### src/rtl/arpc_pkg.sv
// Shared types and constants for the ARP cache with LRU replacement.
// No dependencies; imported by arpc_front, arpc_engine and the top level.
`default_nettype none
package arpc_pkg;

  localparam int ENTRIES = 64;
  localparam int IDX_W   = $clog2(ENTRIES);
  localparam int CNT_W   = $clog2(ENTRIES + 1);
  localparam int QDEPTH  = 2;
  localparam int QPTR_W  = 1;
  localparam int QCNT_W  = 2;

  localparam logic [2:0] OP_LOOKUP = 3'd0;
  localparam logic [2:0] OP_ENTER  = 3'd1;
  localparam logic [2:0] OP_PERM   = 3'd2;
  localparam logic [2:0] OP_DELETE = 3'd3;
  localparam logic [2:0] OP_FLUSH  = 3'd4;

  localparam logic [1:0] ST_OK   = 2'd0;
  localparam logic [1:0] ST_MISS = 2'd1;
  localparam logic [1:0] ST_FULL = 2'd2;

  typedef enum logic [2:0] {
    K_LOOKUP,
    K_ENTER,
    K_PERM,
    K_DELETE,
    K_FLUSH,
    K_BAD
  } kind_t;

  typedef struct packed {
    kind_t       kind;
    logic [31:0] ip;
    logic [47:0] mac;
  } cmd_t;

  // queue head as seen by the engine
  typedef struct packed {
    logic valid;
    cmd_t cmd;
  } qhead_t;

endpackage
`default_nettype wire

### src/rtl/arpc_front.sv
// Front end: accepts transactions, classifies the op code, queues commands.
// Depends on arpc_pkg.
`default_nettype none
module arpc_front
  import arpc_pkg::*;
(
  input  wire logic        clk,
  input  wire logic        rst_n,
  input  wire logic        start,
  output logic             busy,
  input  wire logic [2:0]  in_op,
  input  wire logic [31:0] in_ip_addr,
  input  wire logic [47:0] in_mac_in,
  output qhead_t           head,
  input  wire logic        pop
);

  cmd_t              q_mem_r [QDEPTH];
  logic [QPTR_W-1:0] wp_r, rp_r;
  logic [QCNT_W-1:0] cnt_r;
  cmd_t              cmd;
  logic              push;

  always_comb begin
    cmd.ip  = in_ip_addr;
    cmd.mac = in_mac_in;
    unique case (in_op)
      OP_LOOKUP: cmd.kind = K_LOOKUP;
      OP_ENTER:  cmd.kind = K_ENTER;
      OP_PERM:   cmd.kind = K_PERM;
      OP_DELETE: cmd.kind = K_DELETE;
      OP_FLUSH:  cmd.kind = K_FLUSH;
      default:   cmd.kind = K_BAD;
    endcase
  end

  assign busy = (cnt_r == QCNT_W'(QDEPTH));
  assign push = start && !busy;

  assign head.valid = (cnt_r != '0);
  assign head.cmd   = q_mem_r[rp_r];

  always_ff @(posedge clk) begin
    if (push) begin
      q_mem_r[wp_r] <= cmd;
    end
    if (!rst_n) begin
      wp_r  <= '0;
      rp_r  <= '0;
      cnt_r <= '0;
    end else begin
      if (push) begin
        wp_r <= wp_r + QPTR_W'(1);
      end
      if (pop && head.valid) begin
        rp_r <= rp_r + QPTR_W'(1);
      end
      cnt_r <= cnt_r + QCNT_W'(push) - QCNT_W'(pop && head.valid);
    end
  end

endmodule
`default_nettype wire

### config.mk
export PLATFORM = sky130hd
export DESIGN_NAME = arpc_front
export DESIGN_NICKNAME = d
export VERILOG_FILES = /design/src/rtl/arpc_pkg.sv /design/src/rtl/arpc_front.sv
export SDC_FILE = /design/constraint.sdc
export NUM_CORES = 1
export LEC_CHECK = 0
export ABC_AREA = 1
export BUFFER_PORTS_ARGS = -buffer_cell sky130_fd_sc_hd__buf_2
export CAP_MARGIN = 20
export CORE_ASPECT_RATIO = 0.6
export CORE_MARGIN = 1.5
export CORE_UTILIZATION = 55
export CTS_BUF_LIST = sky130_fd_sc_hd__clkbuf_4 sky130_fd_sc_hd__clkbuf_8
export CTS_CLUSTER_SIZE = 12
export DETAILED_ROUTE_END_ITERATION = 6
export PLACE_DENSITY = 0.92
export SKIP_CTS_REPAIR_TIMING = 1
export SLEW_MARGIN = 20
export SYNTH_ARGS = -nofsm -noshare
export SYNTH_HDL_FRONTEND = slang
export SYNTH_SLANG_ARGS = --single-unit
### constraint.sdc
create_clock -name clk -period 6.5 [get_ports clk]
set_input_delay 0 -clock clk [delete_from_list [all_inputs] [get_ports clk]]
set_output_delay 0 -clock clk [all_outputs]
set_load 0.01 [all_outputs]
==> impl_metrics.yaml <==
run_status:
  run_status: "complete, no violations"
timing:
  timing.clock.skew_ns: 0.0112
  timing.slew.headroom_pct: 44.7
  hold_viol: 0
  drv_slew: 0
  rsz0062_at_grt: "false"
  fin_crit_sh_pct: 40.4
  tmin_final_ns: 2.63
  totalNegativeSetupSlack_ns: 0
  fmax_mhz: 380
  worst_hold_slack_ns: 0.288
  setup_viol: 0
  worstMarginPinSlew_ns: 0.829
place:
  globalplace.congestion: 0.776
  place.port_buffers: 171
  placedCellCount: 624
  dp_hpwl_um: 7580
floorplan:
  die_width_um: 144
  floorplan.die.height_um: 87.9
  design.die.area_sq_um: 12700
  placeableCoreArea_sq_um: 11500
  floorplan.initialDensity_pct: 57.5
  ioPinCount: 172
  placementRows: 30
power_and_ir_drop:
  switching_share_pct: 27.9
  internal-power_w: 0.00221
  power_frac_clock_pct: 24.7
  seq_power_share_pct: 48.6
  power.static_leakage_nw: 3.52
  peakVddDrop_mv: 0.324
  combinationalPowerShare_pct: 26.7
  power.net_switching_w: 0.000851
  power_density_over_the_cells_nw_per_um2: 347
layout:
  seq_area_sq_um: 5090
  n_antenna_cell: 0
  count_of_placed_standard_cells_in_the_final_layout_fillers_left_out: 742
  final_core_utilization_pct: 76.8
  layout.filler_cells: 653
  finish.net_count: 659
  multiInputGateArea_sq_um: 1330
  flow.area_growth_from_synthesis_pct: 33.5
  most_common_cell_after_layout_fill_and_taps_aside: "sky130_fd_sc_hd__buf_2"
  layout_common_cells: "171 x sky130_fd_sc_hd__buf_2, 166 x sky130_fd_sc_hd__edfxtp_1, 87 x sky130_fd_sc_hd__dlygate4sd3_1"
  fraction_of_layout_instances_using_a_drive_strength_above_1_pct: 49.7
hold_path:
  cell_depth_of_the_worst_min_delay_path: 2
  worstHoldStart: "in_ip_addr[25]"
  worst_hold_path_type: "in -> reg"
  worst_hold_path.endpoint: "q_mem_r[0][73]"
global_route:
  grt_antenna_before_repair: 0
  globalRouteOverflowTotal: 0
  grt_max_degree: 84
  grt_use_total_pct: 18.4
  grt_pass1_wl_um: 16600
  grt_pass1_vias: 3308
worst_setup_path:
  crit_family: "buffers and inverters"
  required_arrival_time_at_the_worst_endpoint_ns: 6.50
  cp.buffers_inverters: 2
  r2r-start: "cnt_r[0]"
  endpoint_kind: "output pin"
  worstReg2RegEnd: "q_mem_r[0][19]"
  path_cells: "buf_4 -> mux2_2 -> buf_2"
  r2r_setup_slack_ns: 4.61
  critPathMaxFanout: 43
  kind_of_start_point_of_the_critical_path: "flip-flop"
  timing.critical_path.arrival_ns: 2.63
  critPathMaxStageDelay_ns: 0.82
  reg2reg_depth: 5
  criticalPathCategory: "reg -> out"
  worst_path_max_delay_cell: "sky130_fd_sc_hd__dfxtp_4"
yosys:
  synth_compound_area_share_pct: 0.265
  ys_top_cells_by_area: "sky130_fd_sc_hd__edfxtp_1 75%, sky130_fd_sc_hd__mux2_4 16%, sky130_fd_sc_hd__mux2_2 2.2%"
  synth_nets: 389
  post_synth_and_or_nand_nor_area_fraction_pct: 1.25
  netlist-cell-type-count: 15
  gate_count_after_technology_mapping: 300
  post_synth_xor_area_fraction_pct: 0
  synth.ff_latch_count: 171
  synthAdderAreaFrac_pct: 0.379
  post_synth_design_cell_area_sq_um: 6610
  synth_largest_type_area_fraction_pct: 75.5
  yosys_warnings: 0
  synth_top_family_by_area: "multiplexers"
  sequential_share_of_the_synthesized_area_pct: 77.0
  synth_area_leader: "sky130_fd_sc_hd__edfxtp_1"
  synth_mux_area_share_pct: 18.1
  syn_area_per_cell_sq_um: 22.0
cts:
  numCtsBuffers: 17
  clkTransAtPathRegs_ns: 0.09
  cts.sink_count: 171
  cts-htree-levels: 4
  tritoncts: "built"
  cts-root-buf: "sky130_fd_sc_hd__clkbuf_8"
  cts_buffer_depth: 2
  clkLatencyLatePin_ns: 0.43
detailed_routing:
  dr.pass1.iters: 5
  vias: 3675
  vias_per_cell: 4.95
  postRouteAntennaNets: 0
  wl_per_cell_um: 17.9
  detail_route.wirelength_um: 13300
  drc_errors: 0
  first_iter_violations: 184
job:
  max-cap-violations: 0
==> worst max path at each step <==
stage / start / to / slack, ns / cells past startpoint
after global placement: flip-flop / head[82] / 4.38 / 3
after floorplan: cnt_r[0] / q_mem_r[0][0] / 1.95 / 4
final: flip-flop / head[82] / 3.87 / 3
after detailed placement: flip-flop / head[82] / 4.33 / 3
after CTS: flip-flop / head[82] / 3.84 / 3
after global routing: flip-flop / head[82] / 3.75 / 3
==> power groups by stage <==
stage	sequential, W	clock (W)	combinational [W]
2_1_floorplan	0.00147	0	0.000588
3_3_place_gp	0.00150	0	0.000745
3_5_place_dp	0.00151	0	0.000767
4_1_cts	0.00149	0.000765	0.000773
5_1_grt	0.00150	0.000809	0.000876
6_report	0.00149	0.000754	0.000817
==> per-layer routing <==
layer	vias up	track usage, %	wire [um]
met4	0	6.98	146
met3	16	8.26	900
met1	1809	21.9	5580
met2	158	30.1	6680
li1	1692	-	-
met5	-	0	0
==> Yosys cell counts <==
cell                       instances
sky130_fd_sc_hd__clkbuf_1          1
sky130_fd_sc_hd__buf_12            7
sky130_fd_sc_hd__mux2_2           13
sky130_fd_sc_hd__nand3_1           3
sky130_fd_sc_hd__a21o_1            1
sky130_fd_sc_hd__dfxtp_1           5
sky130_fd_sc_hd__buf_6             1
sky130_fd_sc_hd__nand2_1           9
sky130_fd_sc_hd__mux2_4           70
sky130_fd_sc_hd__edfxtp_1        166
sky130_fd_sc_hd__nor2_1            9
sky130_fd_sc_hd__ha_1              2
sky130_fd_sc_hd__a21oi_1           2
sky130_fd_sc_hd__inv_1            10
sky130_fd_sc_hd__buf_2             1
==> per-stage QoR <==
stage / setup WS [ns] / power (W) / instance area, sq um
finish: 3.87 / 0.00306 / 8820
global route: 3.75 / 0.00318 / 8820
CTS: 3.84 / 0.00302 / 7940
floorplan: 1.95 / 0.00206 / 6610
detailed placement: 4.33 / 0.00228 / 7540
global placement: 4.38 / 0.00224 / 7540
==> area by class of cell <==
class	count	area share [%]
well taps	160	2.27
repair buffers	261	19.9
clock inverters	14	1.92
inverters	10	0.440
flip-flops and latches	171	57.7
clock buffers	17	2.65
multi-input cells	109	15.1
==> flip-flops by register name (all words and copies together), names as in the netlist, named ones only <==
name / flops
cnt_r: 2
q_mem_r: 166
rp_r: 1
wp_r: 1
==> cells by family (layout without fill, tap and decap cells) <==
kind of cell             after synthesis  count (layout)
multiplexers                          83              83
AND/OR/NAND/NOR                       21              21
flip-flops                           171             171
AO/OA/AOI/OAI                          3               3
buffers and inverters                 20             302
adder cells (fa/ha/maj)                2               2
Note: power is estimated with default switching activity, not from simulation.
